## config.mk

```make
export PLATFORM = sky130hd
export DESIGN_NAME = integer_to_radix_digits
export DESIGN_NICKNAME = d
export VERILOG_FILES = /design/src/design/itrd_pkg.sv /design/src/design/integer_to_radix_digits.sv /design/src/design/itrd_ctrl.sv /design/src/design/itrd_dp.sv
export SDC_FILE = /design/constraint.sdc
export NUM_CORES = 1
export LEC_CHECK = 0
export ABC_AREA = 1
export BUFFER_PORTS_ARGS = -buffer_cell sky130_fd_sc_hd__buf_4
export CAP_MARGIN = 20
export CORE_UTILIZATION = 67
export DETAILED_ROUTE_END_ITERATION = 6
export HOLD_SLACK_MARGIN = 0.06
export PLACE_DENSITY = 0.84
export SLEW_MARGIN = 25
export SYNTH_ARGS = -nofsm -noshare
export SYNTH_HDL_FRONTEND = slang
export SYNTH_SLANG_ARGS = --single-unit
```

## constraint.sdc

```tcl
create_clock -name clk -period 12.53 [get_ports clk]
set_clock_uncertainty 0.2 [all_clocks]
set_input_delay 2.506 -clock clk [delete_from_list [all_inputs] [get_ports clk]]
set_output_delay 2.506 -clock clk [all_outputs]
set_load 0.03 [all_outputs]
```

## src/design/itrd_pkg.sv

```systemverilog
// Shared types, constants and the digit character lookup for the radix digit converter.
package itrd_pkg;

    // Fixed field widths of the request and result channels
    localparam int NUMBER_W = 64;
    localparam int BASE_W   = 8;
    localparam int CHAR_W   = 7;
    localparam int DIGIT_W  = 6;

    // Parameter defaults
    localparam int VALUE_WIDTH_DEF = 64;
    localparam int MAX_RADIX_DEF   = 36;

    // Radix rules
    localparam int MIN_RADIX     = 2;
    localparam int DEFAULT_RADIX = 10;
    localparam int DECIMAL_DIGITS = 10;
    localparam int ALPHABET_SIZE  = 36;

    localparam logic [CHAR_W-1:0] CHAR_ZERO = 7'h30;
    localparam logic [CHAR_W-1:0] CHAR_A    = 7'h61;
    localparam logic [CHAR_W-1:0] CHAR_Z    = 7'h7a;

    typedef struct packed {
        logic signed [NUMBER_W-1:0] number;
        logic [BASE_W-1:0]          base;
    } itrd_item_t;

    typedef struct packed {
        logic [CHAR_W-1:0] digit_char;
        logic              is_negative;
        logic              last_digit;
    } itrd_digit_t;

    // Controller to datapath commands
    typedef struct packed {
        logic load;
        logic step;
        logic read;
        logic advance;
    } itrd_cmd_t;

    // Datapath to controller status
    typedef struct packed {
        logic div_done;
        logic read_last;
    } itrd_status_t;

    typedef enum logic [1:0] {
        ST_IDLE,
        ST_DIVIDE,
        ST_READ,
        ST_SEND
    } itrd_state_t;

    // Map a digit value to lowercase ASCII; out-of-alphabet values clamp to 'z'
    function automatic logic [CHAR_W-1:0] digit_ascii(input logic [DIGIT_W-1:0] d);
        logic [CHAR_W-1:0] dx;
        dx = CHAR_W'(d);
        if (dx < CHAR_W'(DECIMAL_DIGITS))
            return CHAR_ZERO + dx;
        else if (dx < CHAR_W'(ALPHABET_SIZE))
            return CHAR_A + dx - CHAR_W'(DECIMAL_DIGITS);
        else
            return CHAR_Z;
    endfunction

endpackage

```

## src/design/integer_to_radix_digits.sv

```systemverilog
// Top level of the integer to radix digit converter with its assertions.
//
// Converts a signed VALUE_WIDTH-bit integer to lowercase ASCII digits in a radix of
// 2..MAX_RADIX (other radix values fall back to 10), emitting one digit per result,
// most significant first, with last_digit on the final one and is_negative on all of
// them; zero gives the single digit '0'. One request is handled at a time. All digits
// are first formed by the one-bit restoring divider, then each is emitted by a digit
// memory read followed by a send, which an output stall can hold. The digit memory
// needs no clearing after reset.
module integer_to_radix_digits #(
    parameter int VALUE_WIDTH = itrd_pkg::VALUE_WIDTH_DEF,
    parameter int MAX_RADIX   = itrd_pkg::MAX_RADIX_DEF
) (
    input  logic                  clk,
    input  logic                  rst_n,
    input  logic                  item_valid,
    output logic                  item_stall,
    input  itrd_pkg::itrd_item_t  item,
    output logic                  digit_valid,
    input  logic                  digit_stall,
    output itrd_pkg::itrd_digit_t digit
);
    import itrd_pkg::*;

    itrd_cmd_t    cmd;
    itrd_status_t st;

    itrd_ctrl u_ctrl (
        .clk         (clk),
        .rst_n       (rst_n),
        .item_valid  (item_valid),
        .item_stall  (item_stall),
        .digit_valid (digit_valid),
        .digit_stall (digit_stall),
        .st          (st),
        .cmd         (cmd)
    );

    itrd_dp #(
        .VALUE_WIDTH (VALUE_WIDTH),
        .MAX_RADIX   (MAX_RADIX)
    ) u_dp (
        .clk   (clk),
        .rst_n (rst_n),
        .item  (item),
        .cmd   (cmd),
        .st    (st),
        .digit (digit)
    );

    // No new request is taken while digits are being sent
    a_busy_while_sending: assert property (@(posedge clk) disable iff (!rst_n)
        digit_valid |-> item_stall)
        else $error("request accepted while digits pending");

    // A fresh request never shows a digit in the next cycle
    a_no_early_digit: assert property (@(posedge clk) disable iff (!rst_n)
        (item_valid && !item_stall) |=> !digit_valid)
        else $error("digit shown right after request");

    // Delivering the last digit frees the block
    a_idle_after_last: assert property (@(posedge clk) disable iff (!rst_n)
        (digit_valid && !digit_stall && digit.last_digit) |=> !item_stall)
        else $error("block not ready after last digit");

endmodule

```

## src/design/itrd_ctrl.sv

```systemverilog
// Controller state machine: sequences load, bit-serial division and digit emission.
module itrd_ctrl (
    input  logic                  clk,
    input  logic                  rst_n,
    input  logic                  item_valid,
    output logic                  item_stall,
    output logic                  digit_valid,
    input  logic                  digit_stall,
    input  itrd_pkg::itrd_status_t st,
    output itrd_pkg::itrd_cmd_t    cmd
);
    import itrd_pkg::*;

    itrd_state_t state_reg;
    itrd_state_t state_next;

    // Hold the current state
    always_ff @(posedge clk or negedge rst_n)
    begin
        if (!rst_n)
            state_reg <= ST_IDLE;
        else
            state_reg <= state_next;
    end

    // Decide next state and commands
    always_comb
    begin
        state_next  = state_reg;
        cmd         = '0;
        item_stall  = 1'b1;
        digit_valid = 1'b0;
        case (state_reg)
            ST_IDLE:
            begin
                item_stall = 1'b0;
                if (item_valid)
                begin
                    cmd.load   = 1'b1;
                    state_next = ST_DIVIDE;
                end
            end
            ST_DIVIDE:
            begin
                cmd.step = 1'b1;
                if (st.div_done)
                    state_next = ST_READ;
            end
            ST_READ:
            begin
                cmd.read   = 1'b1;
                state_next = ST_SEND;
            end
            ST_SEND:
            begin
                digit_valid = 1'b1;
                if (!digit_stall)
                begin
                    if (st.read_last)
                        state_next = ST_IDLE;
                    else
                    begin
                        cmd.advance = 1'b1;
                        state_next  = ST_READ;
                    end
                end
            end
            default:
                state_next = ST_IDLE;
        endcase
    end

endmodule

```

## src/design/itrd_dp.sv

```systemverilog
// Datapath: magnitude, one-bit-per-cycle restoring divider, digit memory and result fields.
module itrd_dp #(
    parameter int VALUE_WIDTH = itrd_pkg::VALUE_WIDTH_DEF,
    parameter int MAX_RADIX   = itrd_pkg::MAX_RADIX_DEF
) (
    input  logic                   clk,
    input  logic                   rst_n,
    input  itrd_pkg::itrd_item_t   item,
    input  itrd_pkg::itrd_cmd_t    cmd,
    output itrd_pkg::itrd_status_t st,
    output itrd_pkg::itrd_digit_t  digit
);
    import itrd_pkg::*;

    localparam int RAD_W = $clog2(MAX_RADIX + 1);
    localparam int IDX_W = $clog2(VALUE_WIDTH);

    // Request capture
    logic [VALUE_WIDTH-1:0] value_in;
    logic                   neg_in;
    logic [VALUE_WIDTH-1:0] mag_in;
    logic [RAD_W-1:0]       radix_in;

    // Divider state
    logic [VALUE_WIDTH-1:0] quo_reg;
    logic [RAD_W-1:0]       rem_reg;
    logic [RAD_W-1:0]       radix_reg;
    logic                   neg_reg;
    logic [IDX_W-1:0]       bit_cnt_reg;
    logic [IDX_W-1:0]       wr_ptr_reg;
    logic [IDX_W-1:0]       rd_ptr_reg;

    // Divider step
    logic [RAD_W:0]         rem_shift;
    logic [RAD_W:0]         rem_sub;
    logic                   take;
    logic [RAD_W-1:0]       rem_step;
    logic [VALUE_WIDTH-1:0] quo_step;
    logic                   last_bit;

    // Digit memory
    logic [DIGIT_W-1:0] store_mem [VALUE_WIDTH];
    logic [DIGIT_W-1:0] rd_data_reg;

    // Form the magnitude and the effective radix
    always_comb
    begin
        value_in = item.number[VALUE_WIDTH-1:0];
        neg_in   = value_in[VALUE_WIDTH-1];
        mag_in   = neg_in ? (~value_in + VALUE_WIDTH'(1)) : value_in;
        if (item.base < BASE_W'(MIN_RADIX) || item.base > BASE_W'(MAX_RADIX))
            radix_in = RAD_W'(DEFAULT_RADIX);
        else
            radix_in = item.base[RAD_W-1:0];
    end

    // One restoring division step: shift in the next dividend bit, subtract if it fits
    always_comb
    begin
        rem_shift = {rem_reg, quo_reg[VALUE_WIDTH-1]};
        rem_sub   = rem_shift - {1'b0, radix_reg};
        take      = (rem_shift >= {1'b0, radix_reg});
        rem_step  = take ? rem_sub[RAD_W-1:0] : rem_shift[RAD_W-1:0];
        quo_step  = {quo_reg[VALUE_WIDTH-2:0], take};
        last_bit  = (bit_cnt_reg == IDX_W'(VALUE_WIDTH - 1));
    end

    assign st.div_done  = cmd.step && last_bit && (quo_step == '0);
    assign st.read_last = (rd_ptr_reg == '0);

    // Control counters
    always_ff @(posedge clk or negedge rst_n)
    begin
        if (!rst_n)
        begin
            bit_cnt_reg <= '0;
            wr_ptr_reg  <= '0;
            rd_ptr_reg  <= '0;
        end
        else if (cmd.load)
        begin
            bit_cnt_reg <= '0;
            wr_ptr_reg  <= '0;
        end
        else if (cmd.step)
        begin
            if (last_bit)
            begin
                // Digit complete: restart the bit count, remember its slot, move on
                bit_cnt_reg <= '0;
                rd_ptr_reg  <= wr_ptr_reg;
                wr_ptr_reg  <= wr_ptr_reg + IDX_W'(1);
            end
            else
                bit_cnt_reg <= bit_cnt_reg + IDX_W'(1);
        end
        else if (cmd.advance)
            rd_ptr_reg <= rd_ptr_reg - IDX_W'(1);
    end

    // Dividend, remainder, radix and sign
    always_ff @(posedge clk)
    begin
        if (cmd.load)
        begin
            quo_reg   <= mag_in;
            rem_reg   <= '0;
            radix_reg <= radix_in;
            neg_reg   <= neg_in;
        end
        else if (cmd.step)
        begin
            quo_reg <= quo_step;
            // Restart the remainder for the next digit
            rem_reg <= last_bit ? '0 : rem_step;
        end
    end

    // Write each finished remainder; read digits most significant first
    always_ff @(posedge clk)
    begin
        if (cmd.step && last_bit)
            store_mem[wr_ptr_reg] <= DIGIT_W'(rem_step);
        if (cmd.read)
            rd_data_reg <= store_mem[rd_ptr_reg];
    end

    assign digit.digit_char  = digit_ascii(rd_data_reg);
    assign digit.is_negative = neg_reg;
    assign digit.last_digit  = st.read_last;

endmodule

```

## Word level (Yosys, flattened, before mapping)

Memories as Yosys holds them, arrays and structs flattened. A register that Yosys moved wholly into a read port is not among the register bits.
Cells that the tools add are included.

- Bits in writable memories: 384
- Output and inout port bits: 11
- Memories kept: 1
- Input port bits: 76
- Bits in registers: 97
- Word-level logic and storage cells: 76

Memory list:

| memory | words | bits a word | rd ports | clocked after memory_dff | wr ports | RTL line | source |
|---|---|---|---|---|---|---|---|
| u_dp.store_mem | 64 | 6 | 1 | 1 | 1 | itrd_dp.sv:42 | `logic [DIGIT_W-1:0] store_mem [VALUE_WIDTH];` |

- Bitwise operators: 2
- Add/sub/neg operators: 8
- Magnitude comparators: 5
- Multiplexer cells: 32
- Equal/unequal tests: 8
- Reduce and logical (&&, ||, !) cells: 12

Operators with widths:

| cell | number |
|---|---|
| two-way mux 64 bit | 3 |
| two-way mux 6 bit | 11 |
| adder 64 x 1 -> 64 bit, second input constant | 1 |
| logical NOT 64 bit | 1 |
| inverter 64 bit | 1 |
| two-way mux 7 bit | 2 |
| adder 6 x 1 -> 6 bit, second input constant | 2 |
| two-way mux 1 bit | 11 |
| > comparator 8 x 6 -> 1 bit, second input constant | 1 |
| < comparator 8 x 2 -> 1 bit, second input constant | 1 |
| two-way mux 2 bit | 4 |
| != test 2 bit, second input constant | 4 |
| case mux 2 bit (4 select lines) | 1 |
| adder 6 x 6 -> 7 bit, first input constant | 1 |
| adder 7 x 6 -> 7 bit, first input constant | 1 |
| >= comparator 7 x 6 -> 1 bit | 1 |
| subtractor 7 x 4 -> 7 bit, second input constant | 1 |
| == test 6 bit, second input constant | 1 |
| logical NOT 6 bit | 1 |
| < comparator 6 x 4 -> 1 bit, second input constant | 1 |
| < comparator 6 bit, second input constant | 1 |
| AND reduction 3 bit | 2 |
| nonzero test 2 bit | 3 |
| subtractor 6 x 1 -> 6 bit, second input constant | 1 |
| other kinds (8) | 10 |

## Logic depth before layout (Yosys ltp)

- Depth in word-level cells: 6
- Depth in mapped cells: 12
- Depth with buffers taken out: 12

## Modules after synthesis

Synthesis repeated with hierarchy kept, for this count alone.

- Cell total of the unflattened synthesis: 2,242
- Area total of the unflattened synthesis: 22,821.9 um^2

Modules (own cells, without submodules):

| module | cells each | sequential area each (um^2) | instances | area an instance (um^2) |
|---|---|---|---|---|
| itrd_dp | 2,217 | 14,413.8 | 1 | 22,665.5 |
| itrd_ctrl | 25 | 50.0 | 1 | 156.4 |

## Worst setup path after synthesis

No wires, ideal clock.

- Path type: register to output
- From: register u_dp.rd_data_reg[3], read port of u_dp.store_mem
- To: output port digit[3] (netlist bit)
- Arrival time: 2.067 ns
- Stages on the path, launching flop included: 5
- Setup slack: 7.757 ns
- Path buffers: 0
- Cell sequence: edfxtp_1 inv_1 o21ai_0 inv_1 a22oi_1

RTL lines:

| element | RTL line | source |
|---|---|---|
| start, declared | itrd_dp.sv:43 | `logic [DIGIT_W-1:0] rd_data_reg;` |
| end, declared | integer_to_radix_digits.sv:21 | `output itrd_pkg::itrd_digit_t digit` |

==> results.cfg <==
[run_status]
status = finished, final reports clean

[cells_and_area]
final_common_cell = nand2_1
syn_to_final_growth_pct = 10.3
largest_reg_flops = 384
diodes = 0
final_util = 0.751
fill_cells = 2281
layout_common_cells = nand2_1 (625), edfxtp_1 (461), nor2_1 (348)
drive_above_1_share = 0.0887
nets = 2481

[placement]
io_buffer_count = 86
gp_congestion = 0.994
dp_hpwl_mm = 36.7

[worst_setup_path]
crit_start = u_dp.rd_ptr_reg[4]$_DFFE_PN0P_
crit_type = flop to primary output
required_ns = 9.82
path_delay_family = flip-flops
r2r_end = u_dp.rd_data_reg[4]$_DFFE_PP_
path_buf_inv = 3
cpMostUsedCell = inv_1
r2r_setup_slack_ns = 9.00
crit_path_start_kind = flop
cp-end-kind = primary output
r2r-start = u_dp.rd_ptr_reg[0]$_DFFE_PN0P_
cp-endpoint = digit[0]
cp.arrival_ns = 2.42
critPathMaxFanout = 15
reg2regPathDepth = 10
crit_path_cell_trace = inv_1, nand4_1, inv_1, buf_4
worst-path-stages = 4
critPathMaxStageDelay_ns = 0.75
cp_slowest_cell = dfrtp_1

[floorplan]
initial_core_util = 0.681
dieArea_mm2 = 0.0348
pin_count = 87
num_rows = 67
die_w_um = 187
core_mm2 = 0.0335
die_h_um = 187

[clock_tree]
holdBufCountCts = 0
clk_path_buf_depth = 3
clock_latency_ns = 0.58
cts-root-buf = clkbuf_16
clk_pin_slew_ns = 0.07
cts.sinks = 487
cts_setup_buffers = 0
post_cts_resized = 0
htree_levels = 2
cts_buffers = 47
cts_tree = yes

[flow_run]
drv_cap = 0

[synthesis]
synth_top_area_frac = 0.606
netlist_instances = 2335
syn_area_mm2 = 0.0228
ys_seq_area_frac = 0.634
synth.area.top_cells = edfxtp_1 (61%), nand2_1 (10%), nor2_1 (5.7%), o21ai_0 (3.8%), a21oi_1 (2.5%)
synth-seq-cells = 487
yosysWarnings = 0
yosysTopAreaCell = edfxtp_1
syn_nets = 2427
syn_avg_cell_area_um2 = 9.78
synth_ff_type = edfxtp_1
synth_cell_types = 50
synth-async-reset-ratio = 0.0411
synth_edf_count = 461

[route]
drt-met1-wl_mm = 21.8
met3_length_mm = 5.97
drc = 0
wire_per_inst_um = 20.2
drt-total-wl_mm = 58.1
top_layer_used = met4
drt_iter0_drc = 1982
postRouteAntennaNets = 0
first_pass_iters = 7
vias_per_cell = 6.10
wl_met2_mm = 28.2
via_count = 17500

[sta]
relSlewSlack = 0.301
hold_viol = 0
finalCritPeriodShare = 0.409
period_needed_ns = 5.12
rsz0062_at_grt = no
tns_ns = 0
worstMarginPinSlew_ns = 1.05
drv_slew = 0
clock.fmax_ghz = 0.195
finalSetupViolCount = 0

[power]
peakVddDrop_mv = 0.0903
p_leak_nw = 9.60
power_density_mw_per_mm2 = 125

[global_route]
grt_max_degree = 103
grt_pass1_vias = 17100
grtUsageTotal = 0.335
overflow = 0
antenna_found_initial = 0
grt_pass1_wl_mm = 90.3

[min_path]
worstHoldPathType = flop to flop
-- Yosys cell counts (4+ instances only) --
library cell	number
o22ai_1	52
a21oi_1	116
nor3_1	28
nor2_1	348
clkbuf_1	45
nor2_2	8
nand2_1	626
ha_1	15
nor2_4	4
dfxtp_1	6
o21ai_1	25
buf_2	45
o21ai_0	174
xor2_1	22
dfrtp_1	20
inv_1	127
buf_4	5
nand3b_1	6
xnor2_1	15
nand4_1	26
inv_2	5
nand3_1	115
edfxtp_1	461
-- metrics by stage --
step | cells | total power [W] | hold WS, ns | setup slack, ns | instance area, µm²
final | 2872 | 0.00314 | 0.287 | 7.41 | 25200
after CTS | 2871 | 0.00314 | 0.292 | 7.47 | 25200
after floorplan | 2335 | 0.00183 | 0.247 | 7.76 | 22800
after detailed placement | 2787 | 0.00187 | 0.282 | 7.68 | 23800
after global routing | 2872 | 0.00321 | 0.317 | 7.29 | 25200
after global placement | 2787 | 0.00187 | 0.267 | 7.75 | 23800
-- layout make-up --
| class | count | area (µm²) | share of cell area |
|---|---|---|---|
| clock buffers | 62 | 1250 | 0.0498 |
| clock inverters | 22 | 141 | 0.00562 |
| inverters | 134 | 508 | 0.0202 |
| multi-input cells | 1612 | 7420 | 0.295 |
| flip-flops and latches | 487 | 14500 | 0.575 |
| well taps | 448 | 561 | 0.0223 |
| repair buffers | 107 | 823 | 0.0327 |
-- cells by family (layout without fill, tap and decap cells) --
family,after synthesis,count (layout),synth area share
fa+ha+maj,16,16,0.00910
simple gates,1177,1177,0.211
compound gates,382,382,0.0887
flops,487,487,0.634
xor+xnor,37,37,0.0142
buf+inv,236,325,0.0436
-- per-layer routing --
metal	vias up	track usage
met5	-	0
met4	0	0.146
met3	150	0.0600
met2	1043	0.554
met1	8236	0.438
li1	8091	-
-- worst min-delay path: cells and delay by family (launching register included) --
family | cells | cell delay, ns
and+or+nand+nor | 2 | 0.12
DFF | 1 | 0.33
-- power by group --
group          internal [W]  total [W]  switching [W]
Combinational     0.0000314  0.0000832      0.0000518
Clock              0.000709    0.00130       0.000594
Sequential          0.00175    0.00175              0
Total               0.00249    0.00314       0.000646
-- worst min-delay path by stage --
| stage | startpoint | end | slack [ns] | cells past startpoint |
|---|---|---|---|---|
| finish | u_dp.rem_reg[1]$_SDFFE_PP0P_ | u_dp.rem_reg[1]$_SDFFE_PP0P_ | 0.29 | 2 |
| global route | u_dp.rem_reg[1]$_SDFFE_PP0P_ | u_dp.rem_reg[1]$_SDFFE_PP0P_ | 0.32 | 2 |
| global placement | u_dp.rem_reg[1]$_SDFFE_PP0P_ | u_dp.rem_reg[1]$_SDFFE_PP0P_ | 0.27 | 2 |
| floorplan | u_dp.rem_reg[1]$_SDFFE_PP0P_ | u_dp.rem_reg[1]$_SDFFE_PP0P_ | 0.25 | 2 |
| detailed placement | u_dp.rem_reg[1]$_SDFFE_PP0P_ | u_dp.rem_reg[1]$_SDFFE_PP0P_ | 0.28 | 2 |
| CTS | u_dp.rem_reg[1]$_SDFFE_PP0P_ | u_dp.rem_reg[1]$_SDFFE_PP0P_ | 0.29 | 2 |
Power figures use the tool's default switching activity.
